$ cat src/sv/u2u8_pkg.sv
package u2u8_pkg;

    localparam int QUEUE_DEPTH = 2;
    localparam int JOB_BYTES   = 6;

    localparam logic [15:0] HIGH_FIRST = 16'hD800;
    localparam logic [15:0] HIGH_LAST  = 16'hDBFF;
    localparam logic [15:0] LOW_FIRST  = 16'hDC00;
    localparam logic [15:0] LOW_LAST   = 16'hDFFF;
    localparam logic [20:0] PLANE1     = 21'h10000;

    typedef struct packed {
        logic [15:0] code_unit;
        logic        last_unit;
    } unit_t;

    typedef struct packed {
        logic [7:0] out_byte;
        logic       last_of_run;
        logic       end_of_string;
    } byte_t;

    // bytes[0] goes out first
    typedef struct packed {
        logic [JOB_BYTES-1:0][7:0] bytes;
        logic [2:0]                count;
        logic                      eos;
    } job_t;

    typedef struct packed {
        logic [3:0][7:0] b;
        logic [2:0]      len;
    } enc_t;

    function automatic enc_t encode(input logic [20:0] cp);
        enc_t e;
        e = '0;
        if (cp < 21'h80) begin
            e.b[0] = cp[7:0];
            e.len  = 3'd1;
        end else if (cp < 21'h800) begin
            e.b[0] = {3'b110, cp[10:6]};
            e.b[1] = {2'b10, cp[5:0]};
            e.len  = 3'd2;
        end else if (cp < PLANE1) begin
            e.b[0] = {4'b1110, cp[15:12]};
            e.b[1] = {2'b10, cp[11:6]};
            e.b[2] = {2'b10, cp[5:0]};
            e.len  = 3'd3;
        end else begin
            e.b[0] = {5'b11110, cp[20:18]};
            e.b[1] = {2'b10, cp[17:12]};
            e.b[2] = {2'b10, cp[11:6]};
            e.b[3] = {2'b10, cp[5:0]};
            e.len  = 3'd4;
        end
        return e;
    endfunction

endpackage

$ cat src/sv/u2u8_fifo.sv
module u2u8_fifo #(
    parameter int DEPTH = u2u8_pkg::QUEUE_DEPTH
) (
    input  logic            clk,
    input  logic            rst_n,
    input  logic            push,
    input  u2u8_pkg::job_t  push_job,
    output logic            full,
    input  logic            pop,
    output logic            head_valid,
    output u2u8_pkg::job_t  head_job
);

    localparam int PW = (DEPTH > 1) ? $clog2(DEPTH) : 1;
    localparam int CW = $clog2(DEPTH + 1);

    u2u8_pkg::job_t mem [DEPTH];
    logic [PW-1:0]  wr_ptr_reg, wr_ptr_next;
    logic [PW-1:0]  rd_ptr_reg, rd_ptr_next;
    logic [CW-1:0]  count_reg, count_next;

    assign full       = count_reg == CW'(DEPTH);
    assign head_valid = count_reg != '0;
    assign head_job   = mem[rd_ptr_reg];

    always_comb
    begin
        wr_ptr_next = wr_ptr_reg;
        rd_ptr_next = rd_ptr_reg;
        count_next  = count_reg;
        if (push)
            wr_ptr_next = (wr_ptr_reg == PW'(DEPTH - 1)) ? '0 : wr_ptr_reg + 1'b1;
        if (pop)
            rd_ptr_next = (rd_ptr_reg == PW'(DEPTH - 1)) ? '0 : rd_ptr_reg + 1'b1;
        if (push && !pop)
            count_next = count_reg + 1'b1;
        else if (pop && !push)
            count_next = count_reg - 1'b1;
    end

    always_ff @(posedge clk)
    begin
        if (push)
            mem[wr_ptr_reg] <= push_job;
    end

    always_ff @(posedge clk or negedge rst_n)
    begin
        if (!rst_n)
        begin
            wr_ptr_reg <= '0;
            rd_ptr_reg <= '0;
            count_reg  <= '0;
        end
        else
        begin
            wr_ptr_reg <= wr_ptr_next;
            rd_ptr_reg <= rd_ptr_next;
            count_reg  <= count_next;
        end
    end

    a_no_overflow: assert property (@(posedge clk) disable iff (!rst_n)
        push |-> !full)
        else $error("push into full queue");

    a_no_underflow: assert property (@(posedge clk) disable iff (!rst_n)
        pop |-> head_valid)
        else $error("pop from empty queue");

endmodule

$ cat config.mk
export PLATFORM = sky130hd
export DESIGN_NAME = u2u8_fifo
export DESIGN_NICKNAME = d
export VERILOG_FILES = /design/src/sv/u2u8_pkg.sv /design/src/sv/u2u8_fifo.sv
export SDC_FILE = /design/constraint.sdc
export NUM_CORES = 1
export LEC_CHECK = 0
export BUFFER_PORTS_ARGS = -buffer_cell sky130_fd_sc_hd__clkbuf_2
export CAP_MARGIN = 20
export CORE_AREA = 2 2 100 102
export CTS_CLUSTER_DIAMETER = 100
export DETAILED_ROUTE_END_ITERATION = 6
export DIE_AREA = 0 0 102 104
export GPL_TIMING_DRIVEN = 1
export HOLD_SLACK_MARGIN = 0.03
export PLACE_DENSITY = 0.73
export SYNTH_ARGS = -nofsm -noshare
export SYNTH_HDL_FRONTEND = slang
export SYNTH_SLANG_ARGS = --single-unit
export TNS_END_PERCENT = 50
$ cat constraint.sdc
create_clock -name clk -period 9.25 [get_ports clk]
set_clock_uncertainty 0.15 [all_clocks]
set_input_delay 1.85 -clock clk [delete_from_list [all_inputs] [get_ports clk]]
set_output_delay 1.85 -clock clk [all_outputs]
set_load 0.02 [all_outputs]
==> summary.md, run 1 <==
| Metric | Value |
|---|---|
| Antenna cells | 0 |
| Largest net degree at the start of global routing | 54 |
| Crit Path Class | reg2out |
| Clk buf depth | 2 |
| Post-synthesis cell area | ~4200 um2 |
| Storage element area | ~3200 um2 |
| Total Nets Final | ~350 |
| RSZ-0062 raised after global routing | no |
| Core ar. | about 9500 um2 |
| H-tree depth | 3 |
| Synth area leader | edfxtp_1 |
| Rel. slew slack | between 30% and 40% |
| P_leak | 2.031 nW |
| Yosys Warn Count | 0 |
| Die Ht | around 100 um |
| Worst-skew pair later-pin latency | 0.34 ns |
| Wire length per cell | 14.90 um |
| Cells after synthesis | 178 |
| Post-route ant nets | 0 |
| Status | complete, no violations |
| # resized after CTS | 0 |
| Sequential share of the synthesized area | around three quarters |
| Area of the multi-input gates | 863.3 um2 |
| Startpoint types | flip-flop |
| Setup bufs post-CTS | 0 |
| Vias in the first global route | around 2,000 |
| # DRC | 0 |
| Fmax | between 0.2 and 0.25 GHz |
| Initial Util | between 40% and 50% |
| CP Max Fanout | between 50 and 60 |
| Row count | 36 |
| Worst-case reg-to-reg path depth | 2 |
| Hold buffers post-CTS | 0 |
| Die W | 102 um |
| CP cell instances | mux2_2, clkbuf_2 |
| Area fraction of the dominant cell type after synthesis | 74.49% |
| Post-DP HPWL | around 4.2 mm |
| Seq cells post-synth | 108 |
| CP max stage cell | dfrtp_4 |
| Worst slew pin tran | about 0.98 ns |
| R2R Path Start | wr_ptr_reg |
| Max FFs per register | 104 |
| Crit end category | output pin |
| CTS tree | built |
| Syn nets | 235 |
| Hold Path Stages | 1 |
| Vias | 1,948 |
| GR Util All Layers | between 10% and 20% |
| Most frequent cells in the layout | clkbuf_2 (109), edfxtp_1 (104), mux2_4 (49) |
| Maxcap violations | 0 |
| Most common cell after layout, fill and taps aside | clkbuf_2 |
| Gpl congestion | 0.6395 |
| Placed cells | 416 |
| Clock transition at path regs | ~0.090 ns |
| Worst r2r dst | mem[0][30] |
| CP max stage delay | 1.09 ns |
| # IOs | 110 |
| Vias per std cell | roughly 4.5 |
| Initial antenna violation count | 0 |
| Flop-to-flop setup slack | 7.19 ns |
| Final period util | 43.53% |
| First-pass GRT wire length | about 10 mm |
| Synth top area cells | edfxtp_1 (74%), mux2_4 (18%), buf_12 (2.4%), dfrtp_1 (2.4%), xor2_1 (0.84%) |
| Tot Pwr | 1.488 mW |
| HP Start | count_reg[1] |
| Grt ovf | 0 |
| Share of cells above drive strength 1 | between 60 and 70% |
| P&R area growth vs syn | 19.01% |
| Setup tns final | 0 ns |
| Hold Vio Cnt, Final | 0 |
| DR pass1 iterations | 4 |
| CP startpoint | rd_ptr_reg |
| Synth cell types | 14 |
| DIE AREA | 10,610 um2 |
| Final Max Tran Viols | 0 |
| Final std cells w/o fill | 432 |
| WHS Endpoint | count_reg[1] |
| Mean cell area of the mapped netlist | roughly 24 um2 |
| PwrDens | between 200 and 300 nW/um2 |
| Worst Hold Class | reg2reg |
| Fill cells | between 700 and 800 |
| Peak VDD IR | 0.0001881 V |
| Final min period | 4.026 ns |
| Final setup vio count | 0 |
| Cts bufs inserted | 9 |
| Root Driver | clkbuf_8 |
| Clock sink count | between 100 and 150 |
| WP data required | 7.25 ns |
| Buffers on Ports | around 110 |
| First DRT Iteration DRCs | 29 |
| Final WL | ~6.4 mm |
| Crit path DAT | approximately 2 ns |
| WHS | ~0.35 ns |
## worst max-delay path: cells and delay by family, from the launching register on
kind	cells	cell delay, ns
buffers and inverters	1	0.15
DFF	1	1.09
muxes	1	0.41
## final cells by class
cell class                      count  share of cell area (%)
Timing Repair Buffer              111                   11.23
Clock inverter                      6                  0.8275
Sequential cell                   108                   64.67
Clock buffer                       10                   2.558
Multi-Input combinational cell     63                   17.30
Tap cell                          133                   3.335
Inverter                            1                 0.07523
## per-stage QoR
stage          cell area [um2]  worst slack (ns)  utilization (%)
4_1_cts                   4990             5.177            52.25
3_5_place_dp              4821             5.518            50.48
3_3_place_gp              4821             5.567            50.48
2_1_floorplan             4193             4.480                -
6_report                  4990             5.224            52.25
5_1_grt                   4990             5.102            52.25
## cells by family (layout without fill, tap and decap cells)
family	after synthesis	count (layout)	share of synthesized area [%]
adder cells (fa/ha/maj)	1	1	0.2984
XOR/XNOR	5	5	1.044
AND/OR/NAND/NOR	5	5	0.6864
buffers and inverters	7	128	2.745
flip-flops	108	108	76.87
multiplexers	52	52	18.35
## where the power goes
group	internal, mW	switching (mW)
clock network	0.0978	0.151
logic	0.250	0.251
registers	0.650	0.0890
## worst max path at each step
stage                         endpoint  slack [ns]  cells after the start
after global placement      mem[0][50]        5.57                      3
after floorplan              mem[0][0]        4.48                      1
after global routing      head_job[31]        5.10                      2
final                     head_job[36]        5.22                      2
after CTS                 head_job[31]        5.18                      2
after detailed placement    mem[0][25]        5.52                      3
## per-layer routing
layer	share of wire, %	routed length (um)	track usage, %
met4	0.67	43	3.429
met2	50	3215	20.16
met1	43	2764	16.06
met5	0	0	0
met3	6.4	412	4.704
## cell usage after synthesis (all sizes together)
cell type,n
and2,1
buf,6
dfrtp,4
edfxtp,104
ha,1
inv,1
mux2,52
nor2,1
nor2b,2
or2,1
xnor2,1
xor2,4
(Power assumes the default switching activity.)
==> run 2: changes to the inputs <==
Settings changed: ABC_AREA from default to 1.
Clock period 9.25 ns to 3.8 ns, I/O delays scaled along.
==> run 2 against run 1 <==
  * Setup slack worse by 4.4 ns
  * Sequential power is 140% higher
  * Sequential share of layout area is 0.96 points lower
  * Highest routed layer unchanged
  * Synthesized cell count is 5.1% higher
  * Final cell count is 2.5% higher
  * Register-to-register slack worse by 5.2 ns
  * Flip-flop and latch count stayed put
  * Synthesized area is 0.42% higher
  * Critical endpoint is now head_job[31]
  * Critical path depth stayed put
  * Routed wire length is 0.53% lower
  * Design area is 1.5% higher
  * Global-route usage is 0.15 points lower
==> summary.md, run 2 <==
| Metric | Value |
|---|---|
| Top Layer Used | met4 (unchanged) |
| Final period util | 77.95% |
| Most frequent cells after synthesis | edfxtp_1 (104), mux2_4 (49), inv_1 (7) (was edfxtp_1 (104), mux2_4 (49), buf_12 (5)) |
| Status | complete, no violations (unchanged) |
| Hold Vio Cnt, Final | 0 (unchanged) |
| Routed wl met2 | 3.396 mm (was 3.215 mm) |
| Final setup vio count | 0 (unchanged) |
| WHS Endpoint | count_reg[1] (unchanged) |
| # IOs | 110 (unchanged) |
| Tot Pwr | 3.718 mW (was 1.488 mW) |
| Row count | 36 (unchanged) |
| Final WL | 6.401 mm (was 6.435 mm) |
| Peak VDD IR | 0.0005381 V (was 0.0001881 V) |
| Worst setup margin | 0.8379 ns (was 5.224 ns) |
| Gpl congestion | 0.6648 (was 0.6395) |
| CP max stage cell | dfrtp_4 (unchanged) |
| Metal-1 WL | 2.566 mm (was 2.764 mm) |
| Synth Flop Type | edfxtp_1 (unchanged) |
| Share of cells above drive strength 1 | 58.71% (was 60.20%) |
| Worst r2r dst | mem[1][26] (was mem[0][30]) |
| Wire length per cell | 14.45 um (was 14.90 um) |
| CTS tree | built (unchanged) |
| Cts bufs inserted | 9 (unchanged) |
| H-tree depth | 3 (unchanged) |
| Clk buf depth | 2 (unchanged) |
| First DRT Iteration DRCs | 64 (was 29) |
| PwrDens | 734.0 nW/um2 (was 298.3 nW/um2) |
| Mean cell area of the mapped netlist | 22.51 um2 (was 23.55 um2) |
| Rel. slew slack | 34.51% (was 34.69%) |
| Sequential share of the synthesized area | 76.55% (was 76.87%) |
| Largest net degree at the start of global routing | 54 (unchanged) |
| Async S/R FF share, synth | 3.704% (unchanged) |
| Met3 wire length | 386 um (was 412 um) |
| Worst slew pin tran | 0.9824 ns (was 0.9797 ns) |
| Initial Util | 44.09% (was 43.91%) |
| Cells after synthesis | 187 (was 178) |
| Crit end category | output pin (unchanged) |
| Count leader, synth | edfxtp_1 (unchanged) |
| Setup tns final | 0 ns (unchanged) |
| Worst-skew pair later-pin latency | 0.35 ns (was 0.34 ns) |
| Most frequent cells in the layout | clkbuf_2 (109), edfxtp_1 (104), mux2_4 (49) (unchanged) |
| # resized after CTS | 0 (unchanged) |
| Cell Area, Placed | 4857 um2 (was 4821 um2) |
| Startpoint types | flip-flop (unchanged) |
| Final instance area | 5065 um2 (was 4990 um2) |
| Final min period | 2.962 ns |
| Maxcap violations | 0 (unchanged) |
| Die Ht | 104 um (unchanged) |
| Die W | 102 um (unchanged) |
| Most common cell after layout, fill and taps aside | clkbuf_2 (unchanged) |
| Initial antenna violation count | 0 (unchanged) |
| Core ar. | 9549 um2 (unchanged) |
| Fmax | 0.3376 GHz |
| Clock transition at path regs | 0.10 ns (was 0.09 ns) |
| R2R Path Start | wr_ptr_reg (unchanged) |
| Yosys Warn Count | 0 (unchanged) |
| # DRC | 0 (unchanged) |
| Flop-to-flop setup slack | 2.03 ns (was 7.19 ns) |
| Crit Path Class | reg2out (unchanged) |
| Antenna cells | 0 (unchanged) |
| EDFF count, synth | 104 (unchanged) |
| WP data required | 2.89 ns (was 7.25 ns) |
| Syn nets | 244 (was 235) |
| Max FFs per register | 104 (unchanged) |
| RSZ-0062 raised after global routing | no (unchanged) |
| First-pass GRT wire length | 9.949 mm (was 10.03 mm) |
| Vias | 2,043 (was 1,948) |
| Post-route ant nets | 0 (unchanged) |
| Synth area leader | edfxtp_1 (unchanged) |
| Place WS | 1.219 ns (was 5.518 ns) |
| Worst-case reg-to-reg path depth | 3 (was 2) |
| Vias in the first global route | 2,031 (was 1,993) |
| Total Nets Final | 362 (was 351) |
| Root Driver | clkbuf_8 (unchanged) |
| GR Util All Layers | 12.43% (was 12.58%) |
| Synth top area cells | edfxtp_1 (74%), mux2_4 (17%), buf_12 (2.4%), dfrtp_1 (2.4%), mux2_2 (0.80%) (was edfxtp_1 (74%), mux2_4 (18%), buf_12 (2.4%), dfrtp_1 (2.4%), xor2_1 (0.84%)) |
| Worst Hold Class | reg2reg (unchanged) |
| CP cell instances | mux2_2, clkbuf_2 (unchanged) |
| Seq cells post-synth | 108 (unchanged) |
| P&R area growth vs syn | 20.30% (was 19.01%) |
| DR pass1 iterations | 4 (unchanged) |
| CP max stage delay | 1.09 ns (about the same) |
| DIE AREA | 10,610 um2 (unchanged) |
| Vias per std cell | 4.612 (was 4.509) |
| HP Start | count_reg[1] (unchanged) |
| Post-synthesis cell area | 4210 um2 (was 4193 um2) |
| Buffers on Ports | 109 (unchanged) |
| CP Max Fanout | 53 (unchanged) |
| Crit path DAT | 2.05 ns (was 2.03 ns) |
| Clock sink count | 108 (unchanged) |
| Area fraction of the dominant cell type after synthesis | 74.18% (was 74.49%) |
| Final Max Tran Viols | 0 (unchanged) |
| Hold Path Stages | 2 (was 1) |
| Grt ovf | 0 (unchanged) |
| P_leak | 2.091 nW (was 2.031 nW) |
| Synth cell types | 14 (unchanged) |
[run 2: repair_timing]
item / 4_1_cts / 5_1_grt
hold buffers: 1 / 0
endpoints found under the hold margin: 4 / 0
setup buffers: 0 / 0
[run 2: area by class of cell]
type | count | area (um2)
Multi-Input combinational cell | 66 | 857.1
Timing Repair Buffer | 113 | 590.6
Fill cell | 817 | 4484
Clock buffer | 10 | 127.6
Clock inverter | 6 | 70.07
Tap cell | 133 | 166.4
Sequential cell | 108 | 3227
Inverter | 7 | 26.28
[run 2: metrics by stage]
step,util [%],hold WS [ns],cells
after floorplan,-,0.2917,187
after global placement,50.86,0.3024,426
after detailed placement,50.86,0.3159,426
after CTS,53.04,0.3409,443
after global routing,53.04,0.3816,443
final,53.04,0.3398,443
[run 2: worst max-delay path, delay by kind of cell (launching register included)]
| kind | cells | cell delay [ns] |
|---|---|---|
| flops | 1 | 1.09 |
| buf+inv | 1 | 0.15 |
| mux | 1 | 0.42 |
[run 2: metal layers]
metal | vias up | track usage [%]
li1 | 950 | -
met1 | 1013 | 14.12
met2 | 73 | 21.57
met3 | 7 | 4.032
met4 | 0 | 4.571
met5 | - | 0
[run 2: cell families after synthesis]
family / Yosys count / synth area share [%]
and+or+nand+nor: 10 / 0.9807
adders and majority gates: 1 / 0.2971
DFF: 108 / 76.55
buffers and inverters: 13 / 3.269
muxes: 52 / 18.28
xor gates and xnor gates: 3 / 0.6242
[run 2: power breakdown]
| part | leakage [nW] | internal (mW) | total [mW] | switching (mW) |
|---|---|---|---|---|
| Sequential | 1.02 | 1.58 | 1.79 | 0.215 |
| Combinational | 0.967 | 0.616 | 1.24 | 0.627 |
| Clock | 0.102 | 0.312 | 0.680 | 0.368 |
[run 2: worst max-delay path by stage]
| stage | startpoint | to | slack [ns] | cells past startpoint |
|---|---|---|---|---|
| 2_1_floorplan | push | mem[0][0] | 0.20 | 2 |
| 3_3_place_gp | rd_ptr_reg | head_job[32] | 1.23 | 2 |
| 3_5_place_dp | rd_ptr_reg | head_job[32] | 1.22 | 2 |
| 4_1_cts | rd_ptr_reg | head_job[32] | 0.80 | 2 |
| 5_1_grt | rd_ptr_reg | head_job[32] | 0.74 | 2 |
| 6_report | rd_ptr_reg | head_job[31] | 0.84 | 2 |
